===== src/audio_voice_allocator_top_defines.svh =====
// ----------------------------------------------------------------------------
// audio voice allocator assertion macros
// shared concurrent assertion forms for the allocator rtl
// ----------------------------------------------------------------------------
`ifndef AUDIO_VOICE_ALLOCATOR_TOP_DEFINES_SVH
`define AUDIO_VOICE_ALLOCATOR_TOP_DEFINES_SVH

// checked only outside reset
`define AVA_ASSERT(lbl, prop, msg) \
  lbl: assert property (@(posedge clk_i) disable iff (!rst_ni) (prop)) else $error(msg);

// checked on every edge, reset included
`define AVA_ASSERT_ALWAYS(lbl, prop, msg) \
  lbl: assert property (@(posedge clk_i) (prop)) else $error(msg);

`endif


===== src/ava_pkg.sv =====
// ----------------------------------------------------------------------------
// ava_pkg
// types, codes and constants of the audio voice allocator
// ----------------------------------------------------------------------------
`default_nettype none

package ava_pkg;

  localparam int unsigned NUM_CHAN = 16;
  localparam int unsigned CNT_W    = 5;
  localparam int unsigned HANDLE_W = 32;
  localparam int unsigned ADDR_W   = 32;
  localparam int unsigned VALUE_W  = 16;
  localparam int unsigned VOL_W    = 9;
  localparam int unsigned NOTE_W   = 7;
  localparam int unsigned PADDR_W  = 3;
  localparam int unsigned PDATA_W  = 32;

  localparam logic [VOL_W-1:0]    VOL_FULL  = 9'd256;
  localparam logic [NOTE_W-1:0]   NOTE_MAX  = 7'h7F;
  localparam logic [CNT_W-1:0]    CNT_RESET = 5'd16;
  localparam logic [HANDLE_W-1:0] HANDLE_FAIL = '1;

  // register index decoded from paddr above the byte offset
  localparam logic [PADDR_W-3:0] REG_CHANNEL_COUNT = 1'b0;

  typedef enum logic [2:0] {
    OP_START_SAMPLE = 3'd0,
    OP_START_SEQ    = 3'd1,
    OP_STOP         = 3'd2,
    OP_PAUSE        = 3'd3,
    OP_RESUME       = 3'd4,
    OP_VOLUME       = 3'd5,
    OP_NOTE         = 3'd6,
    OP_QUERY        = 3'd7
  } ava_op_e;

  typedef enum logic [1:0] {
    ST_FREE    = 2'd0,
    ST_PLAYING = 2'd1,
    ST_PAUSED  = 2'd2
  } ava_status_e;

  // request travelling down the cell chain, collecting its result
  typedef struct packed {
    logic                valid;
    ava_op_e             op;
    logic [ADDR_W-1:0]   ref_req;
    logic [VALUE_W-1:0]  value;
    logic [ADDR_W-1:0]   list_ref;
    logic [ADDR_W-1:0]   order_ref;
    logic [HANDLE_W-1:0] handle;
    logic                ok;
    logic                playing;
  } ava_tok_t;

  function automatic logic is_start(ava_op_e op);
    return (op == OP_START_SAMPLE) || (op == OP_START_SEQ);
  endfunction

endpackage

`default_nettype wire


===== src/ava_if.sv =====
// ----------------------------------------------------------------------------
// ava_if
// valid/ready channels for allocator requests and responses
// ----------------------------------------------------------------------------
`default_nettype none

interface ava_req_if;
  logic        valid;
  logic        ready;
  logic [2:0]  op;
  logic [31:0] ref_req;
  logic [15:0] value;
  logic [31:0] list_ref;
  logic [31:0] order_ref;

  modport source (output valid, output op, output ref_req, output value,
                  output list_ref, output order_ref, input ready);
  modport sink   (input valid, input op, input ref_req, input value,
                  input list_ref, input order_ref, output ready);
endinterface

interface ava_rsp_if;
  logic        valid;
  logic        ready;
  logic        ok;
  logic [31:0] handle;
  logic        playing;

  modport source (output valid, output ok, output handle, output playing, input ready);
  modport sink   (input valid, input ok, input handle, input playing, output ready);
endinterface

`default_nettype wire


===== src/ava_apb.sv =====
// ----------------------------------------------------------------------------
// ava_apb
// apb register port holding the channel count
// ----------------------------------------------------------------------------
`default_nettype none

module ava_apb (
  input  wire logic                        clk_i,
  input  wire logic                        rst_ni,
  input  wire logic                        psel,
  input  wire logic                        penable,
  input  wire logic                        pwrite,
  input  wire logic [ava_pkg::PADDR_W-1:0] paddr,
  input  wire logic [ava_pkg::PDATA_W-1:0] pwdata,
  output logic      [ava_pkg::PDATA_W-1:0] prdata,
  output logic                             pready,
  output logic      [ava_pkg::CNT_W-1:0]   channel_count_o
);
  import ava_pkg::*;

  logic             cnt_sel;
  logic             cnt_we;
  logic [CNT_W-1:0] cnt_q;

  assign cnt_sel = (paddr[PADDR_W-1:2] == REG_CHANNEL_COUNT);
  assign cnt_we  = psel && penable && pwrite && cnt_sel;
  assign pready  = 1'b1;
  assign prdata  = cnt_sel ? PDATA_W'(cnt_q) : '0;
  assign channel_count_o = cnt_q;

  always_ff @(posedge clk_i or negedge rst_ni) begin
    if (!rst_ni) begin
      cnt_q <= CNT_RESET;
    end else if (cnt_we) begin
      cnt_q <= pwdata[CNT_W-1:0];
    end
  end

endmodule

`default_nettype wire


===== src/ava_cell.sv =====
// ----------------------------------------------------------------------------
// ava_cell
// one channel of the table; claims or acts on the passing request
// ----------------------------------------------------------------------------
`default_nettype none

module ava_cell (
  input  wire logic              clk_i,
  input  wire logic              rst_ni,
  input  wire logic              in_use_i,
  input  wire ava_pkg::ava_tok_t tok_i,
  output ava_pkg::ava_tok_t      tok_o
);
  import ava_pkg::*;

  ava_status_e         status_q, status_d;
  logic [HANDLE_W-1:0] handle_q, handle_d;
  logic [ADDR_W-1:0]   sample_q, sample_d;
  logic [VOL_W-1:0]    vol_q, vol_d;
  logic [NOTE_W-1:0]   note_q, note_d;
  logic                seq_q, seq_d;
  logic [ADDR_W-1:0]   list_q, list_d;
  logic [ADDR_W-1:0]   order_q, order_d;
  ava_tok_t            tok_q, tok_d;

  logic                start;
  logic                hit;
  logic [NOTE_W-1:0]   note_sat;
  logic [VOL_W-1:0]    vol_sat;

  always_comb begin
    start    = is_start(tok_i.op);
    note_sat = (tok_i.value > VALUE_W'(NOTE_MAX)) ? NOTE_MAX : tok_i.value[NOTE_W-1:0];
    vol_sat  = (tok_i.value > VALUE_W'(VOL_FULL)) ? VOL_FULL : tok_i.value[VOL_W-1:0];
    // a request already served by an earlier cell passes untouched
    hit = tok_i.valid && !tok_i.ok && in_use_i &&
          (start ? (status_q == ST_FREE)
                 : ((status_q != ST_FREE) && (handle_q == tok_i.ref_req)));
  end

  always_comb begin
    status_d = status_q;
    handle_d = handle_q;
    sample_d = sample_q;
    vol_d    = vol_q;
    note_d   = note_q;
    seq_d    = seq_q;
    list_d   = list_q;
    order_d  = order_q;
    tok_d    = tok_i;
    if (hit) begin
      tok_d.ok = 1'b1;
      unique case (tok_i.op)
        OP_START_SAMPLE: begin
          status_d = ST_PLAYING;
          handle_d = tok_i.handle;
          sample_d = tok_i.ref_req;
          vol_d    = VOL_FULL;
          note_d   = note_sat;
          seq_d    = 1'b0;
          list_d   = '0;
          order_d  = '0;
        end
        OP_START_SEQ: begin
          status_d = ST_PLAYING;
          handle_d = tok_i.handle;
          sample_d = tok_i.ref_req;
          vol_d    = VOL_FULL;
          note_d   = '0;
          seq_d    = 1'b1;
          list_d   = tok_i.list_ref;
          order_d  = tok_i.order_ref;
        end
        OP_STOP:   status_d = ST_FREE;
        OP_PAUSE:  status_d = ST_PAUSED;
        OP_RESUME: begin
          if (status_q == ST_PAUSED) begin
            status_d = ST_PLAYING;
          end
        end
        OP_VOLUME: vol_d = vol_sat;
        OP_NOTE:   note_d = note_sat;
        OP_QUERY:  tok_d.playing = 1'b1;
        default:   status_d = status_q;
      endcase
    end
  end

  always_ff @(posedge clk_i or negedge rst_ni) begin
    if (!rst_ni) begin
      status_q <= ST_FREE;
      tok_q    <= '0;
    end else begin
      status_q <= status_d;
      tok_q    <= tok_d;
    end
  end

  always_ff @(posedge clk_i) begin
    handle_q <= handle_d;
    sample_q <= sample_d;
    vol_q    <= vol_d;
    note_q   <= note_d;
    seq_q    <= seq_d;
    list_q   <= list_d;
    order_q  <= order_d;
  end

  assign tok_o = tok_q;

endmodule

`default_nettype wire


===== src/audio_voice_allocator_top.sv =====
// Path: a request is registered by each channel cell in turn, from the request
// transfer edge on, and then by the response register.
// Requests: one at a time; the next is taken the cycle after the response
// transfer.
// Reset: all channels free, channel_count 16, handle counter 0.
// ----------------------------------------------------------------------------
// audio_voice_allocator_top
// sound channel table built as a chain of channel cells with an apb port
// ----------------------------------------------------------------------------
`default_nettype none

`include "audio_voice_allocator_top_defines.svh"

module audio_voice_allocator_top (
  input  wire logic                        clk_i,
  input  wire logic                        rst_ni,
  ava_req_if.sink                          req_i,
  ava_rsp_if.source                        rsp_o,
  input  wire logic                        psel,
  input  wire logic                        penable,
  input  wire logic                        pwrite,
  input  wire logic [ava_pkg::PADDR_W-1:0] paddr,
  input  wire logic [ava_pkg::PDATA_W-1:0] pwdata,
  output logic      [ava_pkg::PDATA_W-1:0] prdata,
  output logic                             pready
);
  import ava_pkg::*;

  logic [CNT_W-1:0]    cnt;
  logic [CNT_W-1:0]    cnt_eff;
  logic [NUM_CHAN-1:0] in_use;
  ava_tok_t            tok [NUM_CHAN+1];
  logic [NUM_CHAN-1:0] tok_vld;
  ava_tok_t            tok_end;
  ava_op_e             req_op;

  logic                busy_q;
  logic [HANDLE_W-1:0] next_handle_q;
  logic                out_vld_q;
  logic                out_ok_q;
  logic [HANDLE_W-1:0] out_handle_q;
  logic                out_playing_q;
  logic                req_xfer;
  logic                rsp_xfer;
  logic                start_done;

  ava_apb u_apb (
    .clk_i,
    .rst_ni,
    .psel,
    .penable,
    .pwrite,
    .paddr,
    .pwdata,
    .prdata,
    .pready,
    .channel_count_o (cnt)
  );

  assign cnt_eff = (cnt > CNT_W'(NUM_CHAN)) ? CNT_W'(NUM_CHAN) : cnt;

  assign req_i.ready = !busy_q;
  assign req_xfer    = req_i.valid && req_i.ready;
  assign rsp_xfer    = rsp_o.valid && rsp_o.ready;
  assign req_op      = ava_op_e'(req_i.op);

  always_comb begin
    tok[0]           = '0;
    tok[0].valid     = req_xfer;
    tok[0].op        = req_op;
    tok[0].ref_req   = req_i.ref_req;
    tok[0].value     = req_i.value;
    tok[0].list_ref  = req_i.list_ref;
    tok[0].order_ref = req_i.order_ref;
    // starts carry the handle they would be given
    tok[0].handle    = is_start(req_op) ? next_handle_q : req_i.ref_req;
  end

  for (genvar i = 0; i < NUM_CHAN; i++) begin : g_cell
    assign in_use[i]  = (CNT_W'(i) < cnt_eff);
    assign tok_vld[i] = tok[i+1].valid;
    ava_cell u_cell (
      .clk_i,
      .rst_ni,
      .in_use_i (in_use[i]),
      .tok_i    (tok[i]),
      .tok_o    (tok[i+1])
    );
  end

  assign tok_end    = tok[NUM_CHAN];
  assign start_done = tok_end.valid && tok_end.ok && is_start(tok_end.op);

  always_ff @(posedge clk_i or negedge rst_ni) begin
    if (!rst_ni) begin
      busy_q        <= 1'b0;
      out_vld_q     <= 1'b0;
      next_handle_q <= '0;
    end else begin
      if (req_xfer) begin
        busy_q <= 1'b1;
      end else if (rsp_xfer) begin
        busy_q <= 1'b0;
      end
      if (tok_end.valid) begin
        out_vld_q <= 1'b1;
      end else if (rsp_xfer) begin
        out_vld_q <= 1'b0;
      end
      if (start_done) begin
        next_handle_q <= next_handle_q + HANDLE_W'(1);
      end
    end
  end

  always_ff @(posedge clk_i) begin
    if (tok_end.valid) begin
      out_ok_q      <= tok_end.ok;
      out_playing_q <= tok_end.playing;
      out_handle_q  <= (is_start(tok_end.op) && !tok_end.ok) ? HANDLE_FAIL : tok_end.handle;
    end
  end

  assign rsp_o.valid   = out_vld_q;
  assign rsp_o.ok      = out_ok_q;
  assign rsp_o.handle  = out_handle_q;
  assign rsp_o.playing = out_playing_q;

  `AVA_ASSERT_ALWAYS(a_one_request_in_chain, $countones(tok_vld) <= 1, "several requests in chain")
  `AVA_ASSERT(a_idle_chain_empty, req_i.ready |-> (tok_vld == '0), "ready with request in chain")
  `AVA_ASSERT(a_rsp_only_when_busy, rsp_o.valid |-> busy_q, "response without request")
  `AVA_ASSERT(a_handle_advances, start_done |=> (next_handle_q == $past(next_handle_q) + 32'd1), "handle counter did not advance")

endmodule

`default_nettype wire


===== src/flat_wrapper.sv =====
// flat-port wrapper written by rule: the top's interface ports become plain ports
module audio_voice_allocator_top_flat import ava_pkg::*;
  (clk_i, rst_ni, psel, penable, pwrite, paddr, pwdata, prdata, pready, req_i_valid, req_i_op, req_i_ref_req, req_i_value, req_i_list_ref, req_i_order_ref, req_i_ready, rsp_o_valid, rsp_o_ok, rsp_o_handle, rsp_o_playing, rsp_o_ready);
  ava_req_if req_i_i ();
  ava_rsp_if rsp_o_i ();
  input  wire logic clk_i;
  input  wire logic rst_ni;
  input  wire logic psel;
  input  wire logic penable;
  input  wire logic pwrite;
  input  wire logic [ava_pkg::PADDR_W-1:0] paddr;
  input  wire logic [ava_pkg::PDATA_W-1:0] pwdata;
  output logic      [ava_pkg::PDATA_W-1:0] prdata;
  output logic pready;
  input wire logic [$bits(req_i_i.valid)-1:0] req_i_valid;
  input wire logic [$bits(req_i_i.op)-1:0] req_i_op;
  input wire logic [$bits(req_i_i.ref_req)-1:0] req_i_ref_req;
  input wire logic [$bits(req_i_i.value)-1:0] req_i_value;
  input wire logic [$bits(req_i_i.list_ref)-1:0] req_i_list_ref;
  input wire logic [$bits(req_i_i.order_ref)-1:0] req_i_order_ref;
  output wire logic [$bits(req_i_i.ready)-1:0] req_i_ready;
  output wire logic [$bits(rsp_o_i.valid)-1:0] rsp_o_valid;
  output wire logic [$bits(rsp_o_i.ok)-1:0] rsp_o_ok;
  output wire logic [$bits(rsp_o_i.handle)-1:0] rsp_o_handle;
  output wire logic [$bits(rsp_o_i.playing)-1:0] rsp_o_playing;
  input wire logic [$bits(rsp_o_i.ready)-1:0] rsp_o_ready;
  assign req_i_i.valid = req_i_valid;
  assign req_i_i.op = req_i_op;
  assign req_i_i.ref_req = req_i_ref_req;
  assign req_i_i.value = req_i_value;
  assign req_i_i.list_ref = req_i_list_ref;
  assign req_i_i.order_ref = req_i_order_ref;
  assign req_i_ready = req_i_i.ready;
  assign rsp_o_valid = rsp_o_i.valid;
  assign rsp_o_ok = rsp_o_i.ok;
  assign rsp_o_handle = rsp_o_i.handle;
  assign rsp_o_playing = rsp_o_i.playing;
  assign rsp_o_i.ready = rsp_o_ready;
  audio_voice_allocator_top u_core (.clk_i(clk_i), .rst_ni(rst_ni), .req_i(req_i_i), .rsp_o(rsp_o_i), .psel(psel), .penable(penable), .pwrite(pwrite), .paddr(paddr), .pwdata(pwdata), .prdata(prdata), .pready(pready));
endmodule

===== config.mk =====
export PLATFORM = sky130hd
export DESIGN_NAME = audio_voice_allocator_top_flat
export DESIGN_NICKNAME = d
export VERILOG_FILES = /design/src/ava_pkg.sv /design/src/ava_if.sv /design/src/ava_apb.sv /design/src/ava_cell.sv /design/src/audio_voice_allocator_top.sv /design/src/flat_wrapper.sv
export VERILOG_INCLUDE_DIRS = /design/src /design/src/src
export SDC_FILE = /design/constraint.sdc
export NUM_CORES = 2
export LEC_CHECK = 0
export BUFFER_PORTS_ARGS = -buffer_cell sky130_fd_sc_hd__buf_2
export CORE_MARGIN = 5
export CORE_UTILIZATION = 40
export CTS_BUF_LIST = sky130_fd_sc_hd__clkbuf_8
export DETAILED_ROUTE_END_ITERATION = 6
export GPL_ROUTABILITY_DRIVEN = 0
export PLACE_DENSITY_LB_ADDON = 0.3
export SLEW_MARGIN = 20
export SYNTH_ARGS = -nofsm -noshare
export SYNTH_HDL_FRONTEND = slang
export SYNTH_SLANG_ARGS = --single-unit
export TNS_END_PERCENT = 30

===== constraint.sdc =====
create_clock -name clk_i -period 9.7 [get_ports clk_i]
set_input_delay 0.97 -clock clk_i [delete_from_list [all_inputs] [get_ports clk_i]]
set_output_delay 0.97 -clock clk_i [all_outputs]
set_load 0.02 [all_outputs]

==> metrics.md <==
| Metric | Value |
|---|---|
| Detail Route Antenna Nets | `0` |
| Number of buffers added on ports | `88` |
| Initial antenna violation count | `2` |
| Sw frac | `0.216` |
| Number of synthesized flops with an enable pin | `546` |
| Status | `complete, no violations` |
| FMAX | `273 MHz` |
| Critical Path AT | `4430 ps` |
| Tcrit/Tclk final | `0.378` |
| CP Max Fanout | `36` |
| CP endpoint kind | `flip-flop` |
| Initial Utilization | `0.403` |
| Post-synth top area cell | `dfrtp_1` |
| Detailed-route via count | `23639` |
| Cts bufs inserted | `276` |
| Clock share of power | `0.406` |
| 1st-iter DRT viols | `1275` |
| I/O pin count | `226` |
| Layout Cells excl Fill | `5305` |
| P per Cell Area | `224 mW/mm2` |
| NetSw | `0.00303 W` |
| Skew-Pair Late Insertion Delay | `920 ps` |
| Worst Max-Slew Pin Slew | `1140 ps` |
| Global route overflow | `0` |
| Worst IR drop on VDD | `0.134 mV` |
| Final setup vio count | `0` |
| CTS Sinks | `1704` |
| Gate Count Post-Synth | `2947` |
| Largest net degree at the start of global routing | `182` |
| Total internal power | `0.0110 W` |
| Max Cap Violations | `0` |
| Top_reg_cell synth | `dfrtp_1` |
| Reg power frac | `0.566` |
| Initial DRT Pass Iterations | `5` |
| Setup Skew | `47.6 ps` |
| Post-synth top area share | `0.531` |
| Async S/R FF share, synth | `0.680` |
| Width of the chip | `379 um` |
| # placed instances | `4827` |
| Htree depth | `5` |
| Post-DP HPWL | `71100 um` |
| CTS tree | `yes` |
| Post-CTS Setup Bufs | `0` |
| Layout fillers | `11544` |
| Worst-path clk slew | `60 ps` |
| First-pass GRT wire length | `153000 um` |
| Vias in the first global route | `25770` |
| Comb pwr share | `0.028` |
| Minimum clock period | `3670 ps` |
| Fin. Hold Viols | `0` |
| Num rows | `135` |
| Final slew viol count | `0` |
| Slew HR | `0.242` |
| Synth unique cells | `72` |
| CTS root buffer | `clkbuf_8` |
| Post-Route WL | `99800 um` |
| Setup CP Type | `reg2reg` |
| Worst EP required | `10460 ps` |
| Die Ht | `379 um` |
| Overall track demand over capacity in global routing | `0.143` |
| Static Leakage | `25.9 nW` |
| Wire per inst | `18.8 um` |
| Area grow syn2layout | `14.8%` |
| Synthesis Warnings | `0` |
| Seq cells post-synth | `1704` |
| Vias/cell | `4.46` |
| Crit path launch type | `flip-flop` |
| Final setup TNS | `0 ps` |
| # DRC | `0` |
| Seq/Total Area, Yosys | `0.832` |
| Hold WC Path Type | `in2reg` |
| Max Buffers Root-to-Sink | `4` |
| Area contributors post-synth | `dfrtp_1 53%, edfxtp_1 30%, xor2_1 5.2%, xnor2_1 3.4%, nor4_1 0.89%` |
| Syn_area_per_cell | `18.5 um2` |
| Layout cells sized above 1 | `0.163` |
| Reg2reg setup slack | `6030 ps` |
| Core area | `0.135 mm2` |
| Unrepaired setup endpoints after global routing | `no` |
| Die area | `0.144 mm2` |
| Netlist Area Pre-Place | `0.0545 mm2` |
| Final net count | `3483` |
## flip-flops by register name, summed over array words and instances, names as in the netlist
signal / flops
u_core.g_cell.u_cell.tok_o: 1087
u_core.g_cell.u_cell.status_q: 32
u_core.u_apb.channel_count_o: 5
u_core.rsp_o.valid: 1
u_core.rsp_o.handle: 32
u_core.busy_q: 1
u_core.next_handle_q: 32
u_core.rsp_o.playing: 1
u_core.g_cell.u_cell.handle_q: 512
u_core.rsp_o.ok: 1
## kinds of logic after synthesis
family,share of synthesized area
AO/OA/AOI/OAI,0.0177
buffers and inverters,0.00693
adder cells (fa/ha/maj),0.000229
other,0.000138
XOR/XNOR,0.0864
multiplexers,0.00764
flip-flops,0.832
AND/OR/NAND/NOR,0.0491
## power by group through the flow
stage / Combinational, W / Sequential [W] / Clock [W]
6_report: 0.000388 / 0.00795 / 0.00570
5_1_grt: 0.000435 / 0.00798 / 0.00623
4_1_cts: 0.000406 / 0.00795 / 0.00589
3_5_place_dp: 0.000403 / 0.00809 / 0
3_3_place_gp: 0.000398 / 0.00808 / 0
2_1_floorplan: 0.000212 / 0.00798 / 0
## final timing paths
| check | startpoint | to | cells after the start |
|---|---|---|---|
| max reg2reg | u_core.g_cell[15].u_cell.tok_o[149] | u_core.next_handle_q[31] | 6 |
| max in group asynchronous | rst_ni | u_core.g_cell[11].u_cell.tok_o[31] | 4 |
| min | req_i_ref_req[20] | u_core.g_cell[0].u_cell.tok_o[134] | 1 |
| min reg2reg | u_core.g_cell[6].u_cell.tok_o[9] | u_core.g_cell[7].u_cell.tok_o[9] | 0 |
| max | u_core.g_cell[15].u_cell.tok_o[149] | u_core.next_handle_q[31] | 6 |
| min in group asynchronous | rst_ni | u_core.next_handle_q[0] | 2 |
## synthesized netlist by cell type, types with 7 or more instances
master	instances
nor3_1	44
o21a_1	9
nand4_1	73
dfrtp_1	1157
o22ai_1	9
mux2_2	37
or2_2	42
o21ai_0	21
o21bai_1	12
and2_1	7
inv_1	24
nand2b_1	17
nor4_1	78
buf_4	29
nor2b_1	20
nand2_1	34
a21oi_1	18
edfxtp_1	546
or3_1	9
nand3_1	30
xnor2_1	213
nor2_1	66
clkbuf_1	11
xor2_1	325
## cell usage in the layout, fill, tap and decap left out, types with 64 or more instances in the layout
cell	netlist	final
dfrtp_1	1157	1157
edfxtp_1	546	546
xor2_1	325	325
clkbuf_8	0	320
xnor2_1	213	213
inv_1	24	132
buf_2	4	87
nor4_1	78	77
nand4_1	73	73
nor2_1	66	64
## repair_timing
action	4_1_cts	5_1_grt
hold endpoints to repair	8	0
gates resized for setup	0	0
hold buffers	1	0
endpoints found under the setup margin	0	0
## layer usage
layer  up-vias  global-route usage  routed length, um
li1      11064                   -                  -
met1     11936               0.159              37900
met2       444               0.265              55000
met3       195              0.0251               3270
met4         0              0.0672               3580
met5         -                   0                  0
## per-stage QoR
step | hold slack, ps | power (W) | util | worst slack (ps) | cell area (um2)
2_1_floorplan | 346 | 0.00820 | - | 4720 | 54600
3_3_place_gp | 353 | 0.00848 | 0.424 | 6090 | 57400
3_5_place_dp | 356 | 0.00849 | 0.424 | 6000 | 57400
4_1_cts | 96.7 | 0.0143 | 0.462 | 5960 | 62600
5_1_grt | 153 | 0.0146 | 0.462 | 5790 | 62600
6_report | 216 | 0.0140 | 0.462 | 6030 | 62600
## worst max-delay path, stage by stage, from the launching register on
cell      delay, ps
dfrtp_1         330
buf_4           390
nor4bb_4       1070
nand3_1         490
nor4_1          840
nand4_1         210
xnor2_1         160
## final cells by class
cell class	instances	area [um2]	area share
repair buffers	120	759	0.0121
multi-input cells	1199	8950	0.143
diodes	1	2.50	0.0000400
clock inverters	156	782	0.0125
well taps	1781	2230	0.0356
clock buffers	320	4400	0.0704
flip-flops and latches	1704	45400	0.725
inverters	24	90.1	0.00144
Power figures use the tool's default switching activity.
